## src/hw/rtl/combined_lcg_uniform_generator_core_defines.svh

```systemverilog
// ---------------------------------------------------------------------------
// Assertion macros for the combined LCG uniform generator
// Concurrent assertion wrappers, compiled out for synthesis.
// ---------------------------------------------------------------------------
`ifndef COMBINED_LCG_UNIFORM_GENERATOR_CORE_DEFINES_SVH
`define COMBINED_LCG_UNIFORM_GENERATOR_CORE_DEFINES_SVH

`ifndef SYNTHESIS
// Checked property with a reset that masks it.
`define CLUG_ASSERT(label, clk, rst, prop) \
  label: assert property (@(posedge clk) disable iff (rst) prop) \
    else $error("clug assertion failed");
// Checked property that also holds while reset is asserted.
`define CLUG_ASSERT_ALWAYS(label, clk, prop) \
  label: assert property (@(posedge clk) prop) \
    else $error("clug assertion failed");
`else
`define CLUG_ASSERT(label, clk, rst, prop)
`define CLUG_ASSERT_ALWAYS(label, clk, prop)
`endif

`endif

```

## src/hw/rtl/clug_pkg.sv

```systemverilog
// ---------------------------------------------------------------------------
// Combined LCG generator package
// Types, stream constants and sequencer states shared by the generator.
// ---------------------------------------------------------------------------
package clug_pkg;

  // The quotient s / a is taken as (s * recip) >> RECIP_SHIFT, then corrected.
  localparam int RECIP_SHIFT = 47;
  localparam int Q_W         = 16;

  typedef struct packed {
    logic [15:0] a;
    logic [15:0] b;
    logic [15:0] c;
    logic [31:0] m;
    logic [31:0] recip;
  } lane_const_t;

  localparam logic [63:0] ONE_RECIP_FULL = (64'd1 << RECIP_SHIFT) / 64'd53668;
  localparam logic [63:0] TWO_RECIP_FULL = (64'd1 << RECIP_SHIFT) / 64'd52774;

  localparam lane_const_t ONE_CONST = '{
    a:     16'd53668,
    b:     16'd40014,
    c:     16'd12211,
    m:     32'd2147483563,
    recip: ONE_RECIP_FULL[31:0]
  };

  localparam lane_const_t TWO_CONST = '{
    a:     16'd52774,
    b:     16'd40692,
    c:     16'd3791,
    m:     32'd2147483399,
    recip: TWO_RECIP_FULL[31:0]
  };

  localparam logic [31:0] WRAP_ADD = 32'd2147483562;

  typedef struct packed {
    logic load;   // take an item from the input
    logic recip;  // s * reciprocal
    logic aq;     // a * estimated quotient
    logic corr;   // remainder and quotient correction
    logic mulb;   // b * remainder
    logic mulc;   // c * quotient
    logic sub;    // new stream state
    logic out;    // write the result register
  } clug_cmd_t;

  typedef enum logic [7:0] {
    ST_IDLE  = 8'b0000_0001,
    ST_RECIP = 8'b0000_0010,
    ST_AQ    = 8'b0000_0100,
    ST_CORR  = 8'b0000_1000,
    ST_MULB  = 8'b0001_0000,
    ST_MULC  = 8'b0010_0000,
    ST_SUB   = 8'b0100_0000,
    ST_DONE  = 8'b1000_0000
  } clug_state_t;

endpackage

```

## src/hw/rtl/clug_ctrl.sv

```systemverilog
// ---------------------------------------------------------------------------
// Combined LCG controller
// Sequencer for the Schrage steps and the input and output handshakes.
// ---------------------------------------------------------------------------
`include "combined_lcg_uniform_generator_core_defines.svh"

module clug_ctrl
  import clug_pkg::*;
(
  input  logic      clk,
  input  logic      rst,
  input  logic      in_valid,
  input  logic      kind,
  output logic      in_ready,
  output logic      out_valid,
  input  logic      out_ready,
  output clug_cmd_t cmd
);

  clug_state_t state;
  clug_state_t state_next;
  logic        out_free;

  assign out_free = !out_valid || out_ready;
  assign in_ready = (state == ST_IDLE);

  always_comb begin
    state_next = state;
    cmd        = '0;
    case (state)
      ST_IDLE: begin
        if (in_valid) begin
          cmd.load   = 1'b1;
          state_next = kind ? ST_DONE : ST_RECIP;
        end
      end
      ST_RECIP: begin
        cmd.recip  = 1'b1;
        state_next = ST_AQ;
      end
      ST_AQ: begin
        cmd.aq     = 1'b1;
        state_next = ST_CORR;
      end
      ST_CORR: begin
        cmd.corr   = 1'b1;
        state_next = ST_MULB;
      end
      ST_MULB: begin
        cmd.mulb   = 1'b1;
        state_next = ST_MULC;
      end
      ST_MULC: begin
        cmd.mulc   = 1'b1;
        state_next = ST_SUB;
      end
      ST_SUB: begin
        cmd.sub    = 1'b1;
        state_next = ST_DONE;
      end
      ST_DONE: begin
        // The result waits here until the output register has room.
        if (out_free) begin
          cmd.out    = 1'b1;
          state_next = ST_IDLE;
        end
      end
      default: begin
        state_next = ST_IDLE;
      end
    endcase
  end

  always_ff @(posedge clk) begin
    if (rst) begin
      state     <= ST_IDLE;
      out_valid <= 1'b0;
    end else begin
      state <= state_next;
      if (cmd.out) begin
        out_valid <= 1'b1;
      end else if (out_ready) begin
        out_valid <= 1'b0;
      end
    end
  end

  `CLUG_ASSERT(a_draw_starts, clk, rst, (state == ST_IDLE && in_valid && !kind) |=> (state == ST_RECIP))
  `CLUG_ASSERT(a_done_delivers, clk, rst, (state == ST_DONE && out_free) |=> (out_valid && state == ST_IDLE))
  `CLUG_ASSERT(a_done_holds, clk, rst, (state == ST_DONE && out_valid && !out_ready) |=> (state == ST_DONE))

endmodule

```

## config.mk

```make
export PLATFORM = sky130hd
export DESIGN_NAME = clug_ctrl
export DESIGN_NICKNAME = d
export VERILOG_FILES = /design/src/hw/rtl/clug_pkg.sv /design/src/hw/rtl/clug_ctrl.sv
export VERILOG_INCLUDE_DIRS = /design/src /design/src/hw/rtl
export SDC_FILE = /design/constraint.sdc
export NUM_CORES = 1
export LEC_CHECK = 0
export BUFFER_PORTS_ARGS = -buffer_cell sky130_fd_sc_hd__buf_4
export CAP_MARGIN = 20
export CORE_MARGIN = 3
export CORE_UTILIZATION = 41
export CTS_CLUSTER_DIAMETER = 150
export DETAILED_ROUTE_END_ITERATION = 6
export GPL_TIMING_DRIVEN = 0
export PLACE_DENSITY = 0.63
export SETUP_SLACK_MARGIN = 0.1
export SYNTH_ARGS = -nofsm -noshare
export SYNTH_HDL_FRONTEND = slang
export SYNTH_SLANG_ARGS = --single-unit
```

## constraint.sdc

```tcl
create_clock -name clk -period 2.61 [get_ports clk]
set_clock_uncertainty 0.2 [all_clocks]
set_input_delay 0.522 -clock clk [delete_from_list [all_inputs] [get_ports clk]]
set_output_delay 0.522 -clock clk [all_outputs]
set_load 0.005 [all_outputs]
```

### Word level (Yosys, flattened, before mapping)

Index checks and enable logic that the tools add are counted.

| storage, ports and cells | value |
|---|---|
| bits of input ports | 5 |
| flip-flop bits (word level) | 9 |

| operators by class | value |
|---|---|
| equality and inequality tests | 10 |
| mux-type cells | 16 |
| reductions and logical operators | 4 |

Operators by type and width:

| cell | count |
|---|---|
| 8-bit one-hot mux with 8 select lines | 1 |
| 8-bit two-way mux | 3 |
| 1-bit two-way mux | 12 |
| 8-bit by 1-bit == test with 1-bit output (second input constant) | 1 |
| 8-bit by 2-bit == test with 1-bit output (second input constant) | 1 |
| 8-bit by 3-bit == test with 1-bit output (second input constant) | 1 |
| 8-bit by 4-bit == test with 1-bit output (second input constant) | 1 |
| 8-bit by 5-bit == test with 1-bit output (second input constant) | 1 |
| 8-bit by 6-bit == test with 1-bit output (second input constant) | 1 |
| 8-bit by 7-bit == test with 1-bit output (second input constant) | 1 |
| 8-bit == test (second input constant) | 1 |
| 2-bit inequality test (second input constant) | 2 |
| 2-bit AND reduction | 1 |
| 2-bit nonzero test | 1 |
| 1-bit logical NOT | 1 |
| 1-bit logical OR | 1 |

### Longest topological paths before layout

| logic depth | value |
|---|---|
| word-level depth | 5 |
| depth in mapped cells | 4 |

### Least setup slack after synthesis

No wires, ideal clock.

| timing path | value |
|---|---|
| path type | flip-flop to output port |
| start point | register state[6] |
| end point | output port cmd[4] (netlist name) |
| data arrival time | 1.451 ns |
| slack | 0.437 ns |
| stages on the path, launching flop included | 4 |
| required time | 1.888 ns |
| path through | dfxtp_1 or4_4 or3_4 nor3b_1 |

RTL lines:

| item | RTL line | text |
|---|---|---|
| start, declared | clug_ctrl.sv:20 | `clug_state_t state;` |
| start signal, assigned | clug_ctrl.sv:79 | `state <= state_next;` |
| end, declared | clug_ctrl.sv:17 | `output clug_cmd_t cmd` |

==> out/metrics.cfg <==
[logic_synthesis]
synthFlopType=dfxtp_1
synth-seq-cells=9
synth_top_area_share_pct=33.4
synth_top_family_by_area=simple AND/OR/NAND/NOR gates
synth_area_per_cell_um2=10.2
synth.most_common_cell=dfxtp_1
synth_compound_area_share_pct=7.42
synth_area_leader_cell=dfxtp_1
syn-cell-area_um2=539
synthMuxAreaShare_pct=0
ys_types=27
synth.net_count=58
yosysWarnings=0
synthAdderAreaFrac_pct=0
synth_common_cells=dfxtp_1, clkbuf_1, nor2b_1, nor3b_1, nor4b_2
synthCells=53
async_flop_share_pct=0
synth_edf_count=0
synth-simple-area-share_pct=50.1
yosys.area_share.xor_xnor_pct=4.87
ys_top_cells_by_area=dfxtp_1, nor4b_2, nor3b_1
seq_area_frac_synth_pct=33.4

[floorplan]
die_h_um=42.3
dieWidth_um=42.3
dieArea_um2=1790
initial_utilization_pct=46.0
io-pin-count=15
coreArea_um2=1170
placementRows=12

[timing]
slew-limit-headroom_pct=68.9
layout_min_cycle_time_ps=2530
fmax_mhz=395
tns_ps=0
setup_viol=0
fin_ws_ps=78.0
grt_setup_unrepaired=yes
finalCritPeriodShare_pct=97.0
tightest_slew_ps=466
finalHoldViolCount=0
drv_slew=0

[cells_and_area]
nets=83
diodes=0
syn_to_final_growth_pct=41.1
design_area_um2=761
nFillCells=114
utilization_pct=65.0
drive_above_1_share_pct=50.6

[power]
finalPower_uw=352
leakage_uw=0.000297
p_per_area_nw_per_um2=462
peakVddDrop_v=0.000347

[clocking]
cts-root-buf=clkbuf_4
clk_pin_slew_ps=60
clock-sinks=9
cts_tree=built
h-tree-depth=1
worstSkewPairLatency_ps=260
cts_max_path_buffers=2
cts_buffers=3
hold_buffers=0

[global_route]
antenna_found_initial=0
grt_pass1_wl_um=1970
grt.total_usage_pct=14.6
first_global_vias=456
grt_max_degree=9
grt_overflow=0

[route]
wl_per_cell_um=12.6
vias=494
drc=0
ant_nets=0
drt_iter0_markers=3
via_per_inst=5.43
dr.pass1.iters=3
routed_wl_um=1140

[setup_path]
arrival_ps=1810
cp_num_buf_inv=1
cp-end-kind=primary output
path_class=reg2out
cp_top_family=simple AND/OR/NAND/NOR gates
cp-start-kind=flop
worstPathRequired_ps=1890
slowest_delay_ps=540
worst-path-max-fanout=3
crit_path_cell_trace=or4_4 > or3_4 > nor3b_2 > buf_4
cp_slowest_cell=or4_4

[place]
dp_worst_setup_slack_ps=299
portBuffers=13
hpwl_um=759
place_congestion=0.760
place_area_um2=654

[flow_run]
cap_viol_max_count=0

[outcome]
status=finished clean

[worst_hold_path]
hold_class=in2reg

path summary, 6_finish.rpt:
check        cells past startpoint  startpoint        end  slack, ps
min                              2        kind   state[1]        220
max reg2reg                      4    state[7]   state[6]        750
min reg2reg                      2   out_valid  out_valid        300
max                              4    state[7]     cmd[3]         80
flip-flops by register name, summed over array words and instances (netlist names):
signal	cells
out_valid	1
state	8
per-stage QoR:
stage | instances | hold slack, ps
6_report | 91 | 222
3_3_place_gp | 80 | 299
5_1_grt | 91 | 210
4_1_cts | 89 | 215
3_5_place_dp | 80 | 301
2_1_floorplan | 53 | 286
placed cells by master, fill, tap and decap left out, types with 2 or more instances in the layout:
cell type  netlist  final
nor3b_2          0      4
clkbuf_1         4      5
dfxtp_2          0      2
clkbuf_4         0      3
nor2_1           2      2
and3_1           3      2
dfxtp_1          9      7
nor4_1           2      2
buf_4            0     20
xnor2_1          2      2
nor2b_1          4      4
or3_4            2      2
nor4b_2          4      4
per-layer routing:
metal | wire length, um | part of all wire (%) | global-route usage (%)
met5 | 0 | 0 | 0
met4 | 9 | 0.79 | 3.73
met3 | 95 | 8.3 | 8.15
met2 | 530 | 46 | 22.8
met1 | 509 | 44 | 17.1
where the power goes:
group	internal (uW)	switching (uW)
Combinational	54.9	39.8
Clock	59.0	50.6
Sequential	144	3.56
logic make-up after synthesis:
| family | after synthesis |
|---|---|
| and+or+nand+nor | 30 |
| xor gates and xnor gates | 3 |
| AOI/OAI and AO/OA | 5 |
| DFF | 9 |
| buffers and inverters | 6 |
area by class of cell:
type	count	area [um2]	share of cell area (%)
buffer	5	18.8	2.47
clock buffer	4	26.3	3.45
inverter	1	3.75	0.493
multi-input combinational	38	362	47.5
sequential	9	183	24.0
tap	14	17.5	2.30
timing repair buffer	20	150	19.7
repair_timing:
| item | 4_1_cts | 5_1_grt |
|---|---|---|
| pin swaps | 4 | 4 |
| setup buffers | 5 | 2 |
| gates resized for setup | 6 | 1 |
| setup endpoints to repair | 4 | 8 |
No activity file was read; power rests on OpenSTA's default activity.
