<file path="src/hw/rtl/combined_lcg_uniform_generator_core_defines.svh">
// ---------------------------------------------------------------------------
// Assertion macros for the combined LCG uniform generator
// Concurrent assertion wrappers, compiled out for synthesis.
// ---------------------------------------------------------------------------
`ifndef COMBINED_LCG_UNIFORM_GENERATOR_CORE_DEFINES_SVH
`define COMBINED_LCG_UNIFORM_GENERATOR_CORE_DEFINES_SVH

`ifndef SYNTHESIS
// Checked property with a reset that masks it.
`define CLUG_ASSERT(label, clk, rst, prop) \
  label: assert property (@(posedge clk) disable iff (rst) prop) \
    else $error("clug assertion failed");
// Checked property that also holds while reset is asserted.
`define CLUG_ASSERT_ALWAYS(label, clk, prop) \
  label: assert property (@(posedge clk) prop) \
    else $error("clug assertion failed");
`else
`define CLUG_ASSERT(label, clk, rst, prop)
`define CLUG_ASSERT_ALWAYS(label, clk, prop)
`endif

`endif

</file>
<file path="src/hw/rtl/clug_pkg.sv">
// ---------------------------------------------------------------------------
// Combined LCG generator package
// Types, stream constants and sequencer states shared by the generator.
// ---------------------------------------------------------------------------
package clug_pkg;

  // The quotient s / a is taken as (s * recip) >> RECIP_SHIFT, then corrected.
  localparam int RECIP_SHIFT = 47;
  localparam int Q_W         = 16;

  typedef struct packed {
    logic [15:0] a;
    logic [15:0] b;
    logic [15:0] c;
    logic [31:0] m;
    logic [31:0] recip;
  } lane_const_t;

  localparam logic [63:0] ONE_RECIP_FULL = (64'd1 << RECIP_SHIFT) / 64'd53668;
  localparam logic [63:0] TWO_RECIP_FULL = (64'd1 << RECIP_SHIFT) / 64'd52774;

  localparam lane_const_t ONE_CONST = '{
    a:     16'd53668,
    b:     16'd40014,
    c:     16'd12211,
    m:     32'd2147483563,
    recip: ONE_RECIP_FULL[31:0]
  };

  localparam lane_const_t TWO_CONST = '{
    a:     16'd52774,
    b:     16'd40692,
    c:     16'd3791,
    m:     32'd2147483399,
    recip: TWO_RECIP_FULL[31:0]
  };

  localparam logic [31:0] WRAP_ADD = 32'd2147483562;

  typedef struct packed {
    logic load;   // take an item from the input
    logic recip;  // s * reciprocal
    logic aq;     // a * estimated quotient
    logic corr;   // remainder and quotient correction
    logic mulb;   // b * remainder
    logic mulc;   // c * quotient
    logic sub;    // new stream state
    logic out;    // write the result register
  } clug_cmd_t;

  typedef enum logic [7:0] {
    ST_IDLE  = 8'b0000_0001,
    ST_RECIP = 8'b0000_0010,
    ST_AQ    = 8'b0000_0100,
    ST_CORR  = 8'b0000_1000,
    ST_MULB  = 8'b0001_0000,
    ST_MULC  = 8'b0010_0000,
    ST_SUB   = 8'b0100_0000,
    ST_DONE  = 8'b1000_0000
  } clug_state_t;

endpackage

</file>
<file path="src/hw/rtl/clug_lane.sv">
// ---------------------------------------------------------------------------
// Combined LCG stream lane
// One Schrage stream: a single shared multiplier stepped by the sequencer.
// ---------------------------------------------------------------------------
module clug_lane
  import clug_pkg::*;
(
  input  logic        clk,
  input  logic        rst,
  input  clug_cmd_t   cmd,
  input  logic        load,
  input  lane_const_t kc,
  input  logic [30:0] seed,
  output logic [30:0] value
);

  logic [63:0]    prod;
  logic [Q_W-1:0] q;
  logic [15:0]    rem;
  logic [31:0]    bq;

  logic [31:0]    mul_a;
  logic [31:0]    mul_b;
  logic [63:0]    mul_p;
  logic [Q_W-1:0] q_est;
  logic [31:0]    part_diff;
  logic [31:0]    rem_adj;
  logic           over;
  logic [31:0]    r_raw;
  logic [31:0]    r_fix;

  assign q_est = prod[RECIP_SHIFT +: Q_W];

  always_comb begin
    mul_a = '0;
    mul_b = '0;
    if (cmd.recip) begin
      mul_a = {1'b0, value};
      mul_b = kc.recip;
    end else if (cmd.aq) begin
      mul_a = {16'b0, q_est};
      mul_b = {16'b0, kc.a};
    end else if (cmd.mulb) begin
      mul_a = {16'b0, rem};
      mul_b = {16'b0, kc.b};
    end else if (cmd.mulc) begin
      mul_a = {16'b0, q};
      mul_b = {16'b0, kc.c};
    end
  end

  assign mul_p = {32'b0, mul_a} * {32'b0, mul_b};

  // The estimate is the true quotient or one below, so the remainder is under 2a.
  assign part_diff = {1'b0, value} - prod[31:0];
  assign over      = part_diff >= {16'b0, kc.a};
  assign rem_adj   = part_diff - {16'b0, kc.a};

  // A negative difference wraps mod 2^32; adding m brings it back into range.
  assign r_raw = bq - prod[31:0];
  assign r_fix = (bq < prod[31:0]) ? (r_raw + kc.m) : r_raw;

  always_ff @(posedge clk) begin
    if (rst) begin
      value <= 31'd1;
    end else if (load) begin
      value <= seed;
    end else if (cmd.sub) begin
      value <= r_fix[30:0];
    end
  end

  always_ff @(posedge clk) begin
    if (cmd.recip || cmd.aq || cmd.mulb || cmd.mulc) begin
      prod <= mul_p;
    end
    if (cmd.aq) begin
      q <= q_est;
    end
    if (cmd.corr) begin
      if (over) begin
        rem <= rem_adj[15:0];
        q   <= q + 1'b1;
      end else begin
        rem <= part_diff[15:0];
      end
    end
    if (cmd.mulc) begin
      bq <= prod[31:0];
    end
  end

endmodule

</file>
<file path="src/hw/rtl/clug_datapath.sv">
// ---------------------------------------------------------------------------
// Combined LCG datapath
// Two stream lanes, the combining subtract and the result register.
// ---------------------------------------------------------------------------
module clug_datapath
  import clug_pkg::*;
(
  input  logic        clk,
  input  logic        rst,
  input  clug_cmd_t   cmd,
  input  logic        kind,
  input  logic [30:0] seed_one,
  input  logic [30:0] seed_two,
  output logic [30:0] uniform_value,
  output logic        seed_loaded
);

  logic        seed_item;
  logic        lane_load;
  logic [30:0] first_stream;
  logic [30:0] second_stream;
  logic [31:0] z_raw;
  logic [31:0] z_fix;

  assign lane_load = cmd.load & kind;

  clug_lane u_lane_one (
    .clk   (clk),
    .rst   (rst),
    .cmd   (cmd),
    .load  (lane_load),
    .kc    (ONE_CONST),
    .seed  (seed_one),
    .value (first_stream)
  );

  clug_lane u_lane_two (
    .clk   (clk),
    .rst   (rst),
    .cmd   (cmd),
    .load  (lane_load),
    .kc    (TWO_CONST),
    .seed  (seed_two),
    .value (second_stream)
  );

  // When the first stream does not exceed the second, z < 1 and is lifted.
  assign z_raw = {1'b0, first_stream} - {1'b0, second_stream};
  assign z_fix = (first_stream <= second_stream) ? (z_raw + WRAP_ADD) : z_raw;

  always_ff @(posedge clk) begin
    if (cmd.load) begin
      seed_item <= kind;
    end
    if (cmd.out) begin
      uniform_value <= seed_item ? 31'd0 : z_fix[30:0];
      seed_loaded   <= seed_item;
    end
  end

endmodule

</file>
<file path="config.mk">
export PLATFORM = sky130hd
export DESIGN_NAME = clug_datapath
export DESIGN_NICKNAME = d
export VERILOG_FILES = /design/src/hw/rtl/combined_lcg_uniform_generator_core_defines.svh /design/src/hw/rtl/clug_pkg.sv /design/src/hw/rtl/clug_lane.sv /design/src/hw/rtl/clug_datapath.sv
export SDC_FILE = /design/constraint.sdc
export NUM_CORES = 2
export LEC_CHECK = 0
export ABC_AREA = 1
export BUFFER_PORTS_ARGS = -buffer_cell sky130_fd_sc_hd__buf_2
export CORE_MARGIN = 3
export CORE_UTILIZATION = 70
export CTS_BUF_LIST = sky130_fd_sc_hd__clkbuf_8 sky130_fd_sc_hd__clkbuf_16
export CTS_CLUSTER_SIZE = 8
export DETAILED_ROUTE_END_ITERATION = 16
export PLACE_DENSITY = 0.94
export SETUP_SLACK_MARGIN = 0.15
export SLEW_MARGIN = 25
export SYNTH_ARGS = -nofsm -noshare
export SYNTH_HDL_FRONTEND = slang
export SYNTH_SLANG_ARGS = --single-unit
</file>
<file path="constraint.sdc">
create_clock -name clk -period 16.2 [get_ports clk]
set_input_delay 3.24 -clock clk [delete_from_list [all_inputs] [get_ports clk]]
set_output_delay 3.24 -clock clk [all_outputs]
set_load 0.005 [all_outputs]
</file>
## Yosys cells after proc, flatten, opt, wreduce, memory -nomap -nowiden

Cells that the tools add are included.

- Register bits after elaboration: 349
- Input port bits: 73
- Logic and storage cells: 68

- Add/sub/neg operators: 12
- Multipliers: 2
- Magnitude comparators: 5
- Mux-type cells: 31
- Bitwise gates (word level): 1
- Reductions and logical operators: 4

Operators by type and width:

| operator | count |
|---|---|
| 2-to-1 mux 32 bit | 12 |
| 2-to-1 mux 31 bit | 7 |
| 2-to-1 mux 16 bit | 10 |
| multiplier 32 x 32 -> 63 bit | 2 |
| adder 31 bit (second input constant) | 3 |
| subtractor 31 bit | 3 |
| greater-or-equal comparator 32 x 16 -> 1 bit (second input constant) | 2 |
| < comparator 32 bit | 2 |
| subtractor 31 x 32 -> 32 bit | 2 |
| adder 16 x 1 -> 16 bit (second input constant) | 2 |
| subtractor 16 bit (second input constant) | 2 |
| less-or-equal comparator 31 bit | 1 |
| 2-to-1 mux 14 bit | 1 |
| 2-to-1 mux 12 bit | 1 |
| logical OR 1 bit | 3 |
| nonzero test 2 bit | 1 |
| bitwise AND 1 bit | 1 |

## Logic depth before layout (Yosys ltp)

- Word-level depth: 5
- Gate-level depth with buffers: 42
- Mapped depth without buffers: 42

## By module

From an unflattened synthesis, not the netlist that was laid out.

- Cell total of the unflattened synthesis: 12595
- Area total of the unflattened synthesis: 94833.5 um2

Modules (own cells, without submodules):

| module | instances | cells each | area an instance (um2) | sequential area each (um2) |
|---|---|---|---|---|
| clug_lane at u_lane_two | 1 | 5914 | 45140.8 | 3823.7 |
| clug_lane at u_lane_one | 1 | 5824 | 44839.3 | 3823.7 |
| clug_datapath | 1 | 857 | 4853.4 | 991.0 |

## Worst setup path after synthesis

OpenSTA, ideal clock, no wires.

- Path type: input to register
- Start: input port cmd[6] (netlist name)
- End: register u_lane_two.prod[58] (data pin)
- Setup time: 258 ps
- Arrival: 10578 ps
- Required time: 15942 ps
- Path slack: 5364 ps
- Stages on the path: 31
- Buffers on the path: 4
- Cells stage by stage: clkbuf_1 > clkbuf_1 > clkbuf_1 > buf_1 > nand2_1 > inv_1 > fa_1 > fa_1 > inv_1 > fa_1 > inv_1 > fa_1 > inv_1 > fa_1 > fa_1 > inv_1 > fa_1 > inv_1 > fa_1 > inv_1 > ha_1 > nand2_1 > nor2_1 > inv_1 > nor3_1 > nand3_1 > nand3_1 > a21oi_1 > o21ai_0 > a21oi_1 > xnor2_1

- Longest elaborated chain between the ends: 2
- Elaborated cells between the ends (all ways): 3

RTL lines:

| element | line | source |
|---|---|---|
| start: declaration | clug_datapath.sv:10 | `input clug_cmd_t cmd,` |
| 2-to-1 mux 32 bit | clug_lane.sv:37 | `if (cmd.recip) begin` |
| multiplier 32 x 32 -> 63 bit (*) | clug_lane.sv:52 | `assign mul_p = {32'b0, mul_a} * {32'b0, mul_b};` |
| net u_lane_two.mul_p[58] | clug_lane.sv:24 | `logic [63:0] mul_p;` |
| end signal: assignment | clug_lane.sv:75 | `prod <= mul_p;` |
| end: declaration | clug_lane.sv:17 | `logic [63:0] prod;` |

Mark *: on every way through the listed nets, which the timed path passes. The rest lies on a longest branch.
A chain may end at the register's enable or synchronous reset.

## Worst setup path after layout

- Start: input port cmd[5] (netlist name)
- End: register u_lane_two.prod[56] (data pin)

- Longest elaborated chain between the ends: 3
- Elaborated cells between the ends (all ways): 5

RTL lines:

| element | line | source |
|---|---|---|
| 2-to-1 mux 32 bit | clug_lane.sv:40 | `end else if (cmd.aq) begin` |
| 2-to-1 mux 32 bit | clug_lane.sv:37 |  |
| multiplier 32 x 32 -> 63 bit (*) | clug_lane.sv:52 |  |
| net u_lane_two.mul_p[56] | clug_lane.sv:24 |  |

Marked as above.

==> impl_metrics.toml <==
[critical_path]
worstSetupPathType = "in2reg"
max_stage_delay_ns = 0.98
critPathMaxFanout = 39
cp_slowest_cell = "clkinv_1"
startpoint = "cmd[5]"
r2r_cells = 29
arrival_ns = 12.98
r2r-start = "u_lane_two.q[11]$_DFF_P_"
cpMostUsedCell = "fa_1"
cp-end-kind = "flip-flop"
worstPathRequired_ns = 16.58
crit_path_start_kind = "input port"

[floorplan]
dieHeight_um = 327
fp.dieArea_sq_um = 107000
initial_utilization_pct = 70.7
rows = 117
io-pin-count = 105
core_sq_um = 102000
die_x_um = 327

[yosys]
synth_edf_count = 225
synthFlopType = "edfxtp_1"
syn_area_sq_um = 72200
synth_seq_cells = 319
ys_seq_area_share_pct = 12.0
ys_types = 62
ys_warn_count = 0
synth_area_per_cell_sq_um = 8.06
async_flop_share_pct = 0
netlist_instances = 8956

[grt]
grt-ovfl-total = 0
track_usage_pct = 47.9
grt_pass1_wl_mm = 383
antenna_found_initial = 14
grt_pass1_vias = 66100
grt_max_degree = 70

[timing]
report.final.slew_viol_count = 0
min_period_ns = 12.59
finalSetupViolations = 0
maxSlewHeadroom_pct = 14.9
rsz0062_at_grt = "no"
max_clock_freq_mhz = 79.4
fin_tns_setup_ns = 0
tightest_slew_ns = 1.27
clock_skew_ns = 0.0459
hold_viol = 0
min_period_over_period_pct = 77.7

[routing]
viasPerCell = 5.98
totalWireLength_mm = 253
drt-initial-drc-count = 7660
wl_per_cell_um = 23.6
vias = 64000
first_pass_iters = 13
ant_nets = 0
drc_errors = 0

[clocking]
htreeDepth = 2
cts_buffers = 49
clk_path_buf_depth = 3
cts_sinks = 319
clk_latency_ns = 0.67
cts_resized = 0
hold_buffers = 0
root_buffer = "clkbuf_16"
clk_pin_slew_worst_paths_ns = 0.06
post-cts-setup-buffer-count = 0
cts_tree = "yes"

[placement]
numPortBuffers = 104
gp_congestion = 1.13
hpwl_mm = 216

[flow_run]
drv_cap = 0

[status]
status = "complete, no violations"

[hold_path]
hold_path.startpoint = "u_lane_two.prod[9]$_DFFE_PP_"
hp-class = "reg2reg"
min_path_cells = 0

[cells_and_area]
drive_above_1_share_pct = 2.90
fin_nets = 11500
area_delta_synth_final_pct = 6.36
==> critical path, delay by kind of cell <==
family | cells | cell delay (ns)
buffers and inverters | 8 | 2.12
and+or+nand+nor | 13 | 2.79
adders and majority gates | 9 | 4.31
AOI/OAI and AO/OA | 2 | 0.47
==> worst paths after layout <==
| path | end | slack, ns |
|---|---|---|
| max | u_lane_two.prod[56]$_DFFE_PP_ | 3.61 |
| min | u_lane_two.bq[9]$_DFFE_PP_ | 0.43 |
| max reg2reg | u_lane_two.prod[58]$_DFFE_PP_ | 6.62 |
| min reg2reg | u_lane_two.bq[9]$_DFFE_PP_ | 0.43 |
==> per-layer routing <==
| metal | wire length (um) | part of all wire (%) | up-vias | GRT usage, % |
|---|---|---|---|---|
| li1 | - | - | 28000 | - |
| met2 | 107000 | 42 | 4338 | 70.7 |
| met1 | 89500 | 35 | 30400 | 58.6 |
| met4 | 20400 | 8.1 | 22 | 29.9 |
| met3 | 36100 | 14 | 1253 | 19.8 |
| met5 | 186 | 0.074 | - | 0 |
==> stage by stage <==
step | instance area, sq um | std cells | hold slack, ns | utilization (%) | worst slack, ns
after floorplan | 73100 | 9194 | 0.424 | - | 5.36
after global placement | 75200 | 10600 | 0.427 | 73.7 | 3.57
after detailed placement | 75200 | 10600 | 0.434 | 73.7 | 3.52
after CTS | 76700 | 10700 | 0.437 | 75.2 | 4.15
after global routing | 76800 | 10700 | 0.446 | 75.2 | 3.30
final | 76800 | 10700 | 0.429 | 75.2 | 3.61
==> cell usage after synthesis (70+ instances only) <==
cell type / n / share of area (%)
nor2_1: 758 / 3.9
dfxtp_1: 94 / 2.6
o21ai_0: 277 / 1.9
a21oi_1: 404 / 2.8
edfxtp_1: 225 / 9.4
clkbuf_1: 70 / 0.36
nand3_1: 334 / 2.3
nand2_1: 1764 / 9.2
inv_1: 2222 / 12
nor3_1: 87 / 0.60
fa_1: 1192 / 33
ha_1: 893 / 15
xor2_1: 147 / 1.8
==> layout make-up <==
type	count	area [sq um]
Antenna cell	5	12.5
Multi-Input combinational cell	6550	55700
Tap cell	1368	1710
Fill cell	7413	25300
Timing Repair Buffer	140	813
Inverter	2233	8380
Clock buffer	54	1330
Clock inverter	38	219
Sequential cell	319	8640
==> state kept, by name (all words and copies together) (netlist names), 16 cells and up <==
register / cells
u_lane_two.bq: 32
u_lane_one.value: 31
u_lane_two.rem: 16
u_lane_one.bq: 32
uniform_value: 31
u_lane_two.prod: 48
u_lane_one.prod: 48
u_lane_two.q: 16
u_lane_one.rem: 16
u_lane_one.q: 16
u_lane_two.value: 31
==> kinds of logic (layout without fill, tap and decap cells) <==
family                   after synthesis  in the layout  share of synthesized area, %
other                                  2            245                        0.0104
AND/OR/NAND/NOR                     3098           3098                          17.5
AO/OA/AOI/OAI                        913            913                          7.10
adder cells (fa/ha/maj)             2085           2085                          48.5
buffers and inverters               2325           2465                          12.2
flip-flops                           319            319                          12.0
XOR/XNOR                             214            214                          2.67
==> layout by cell type (no fill, tap or decap), drive strengths merged, types with 94 or more instances in the layout <==
cell / n
inv: 2259
dfxtp: 94
nor2: 768
nand2: 1770
fa: 1192
edfxtp: 225
conb: 240
buf: 140
nand3: 340
xor2: 152
a21oi: 406
ha: 893
o21ai: 307
Power is not shown: default switching activity piles up to over one toggle a cycle in this logic, so the estimate is an artifact.
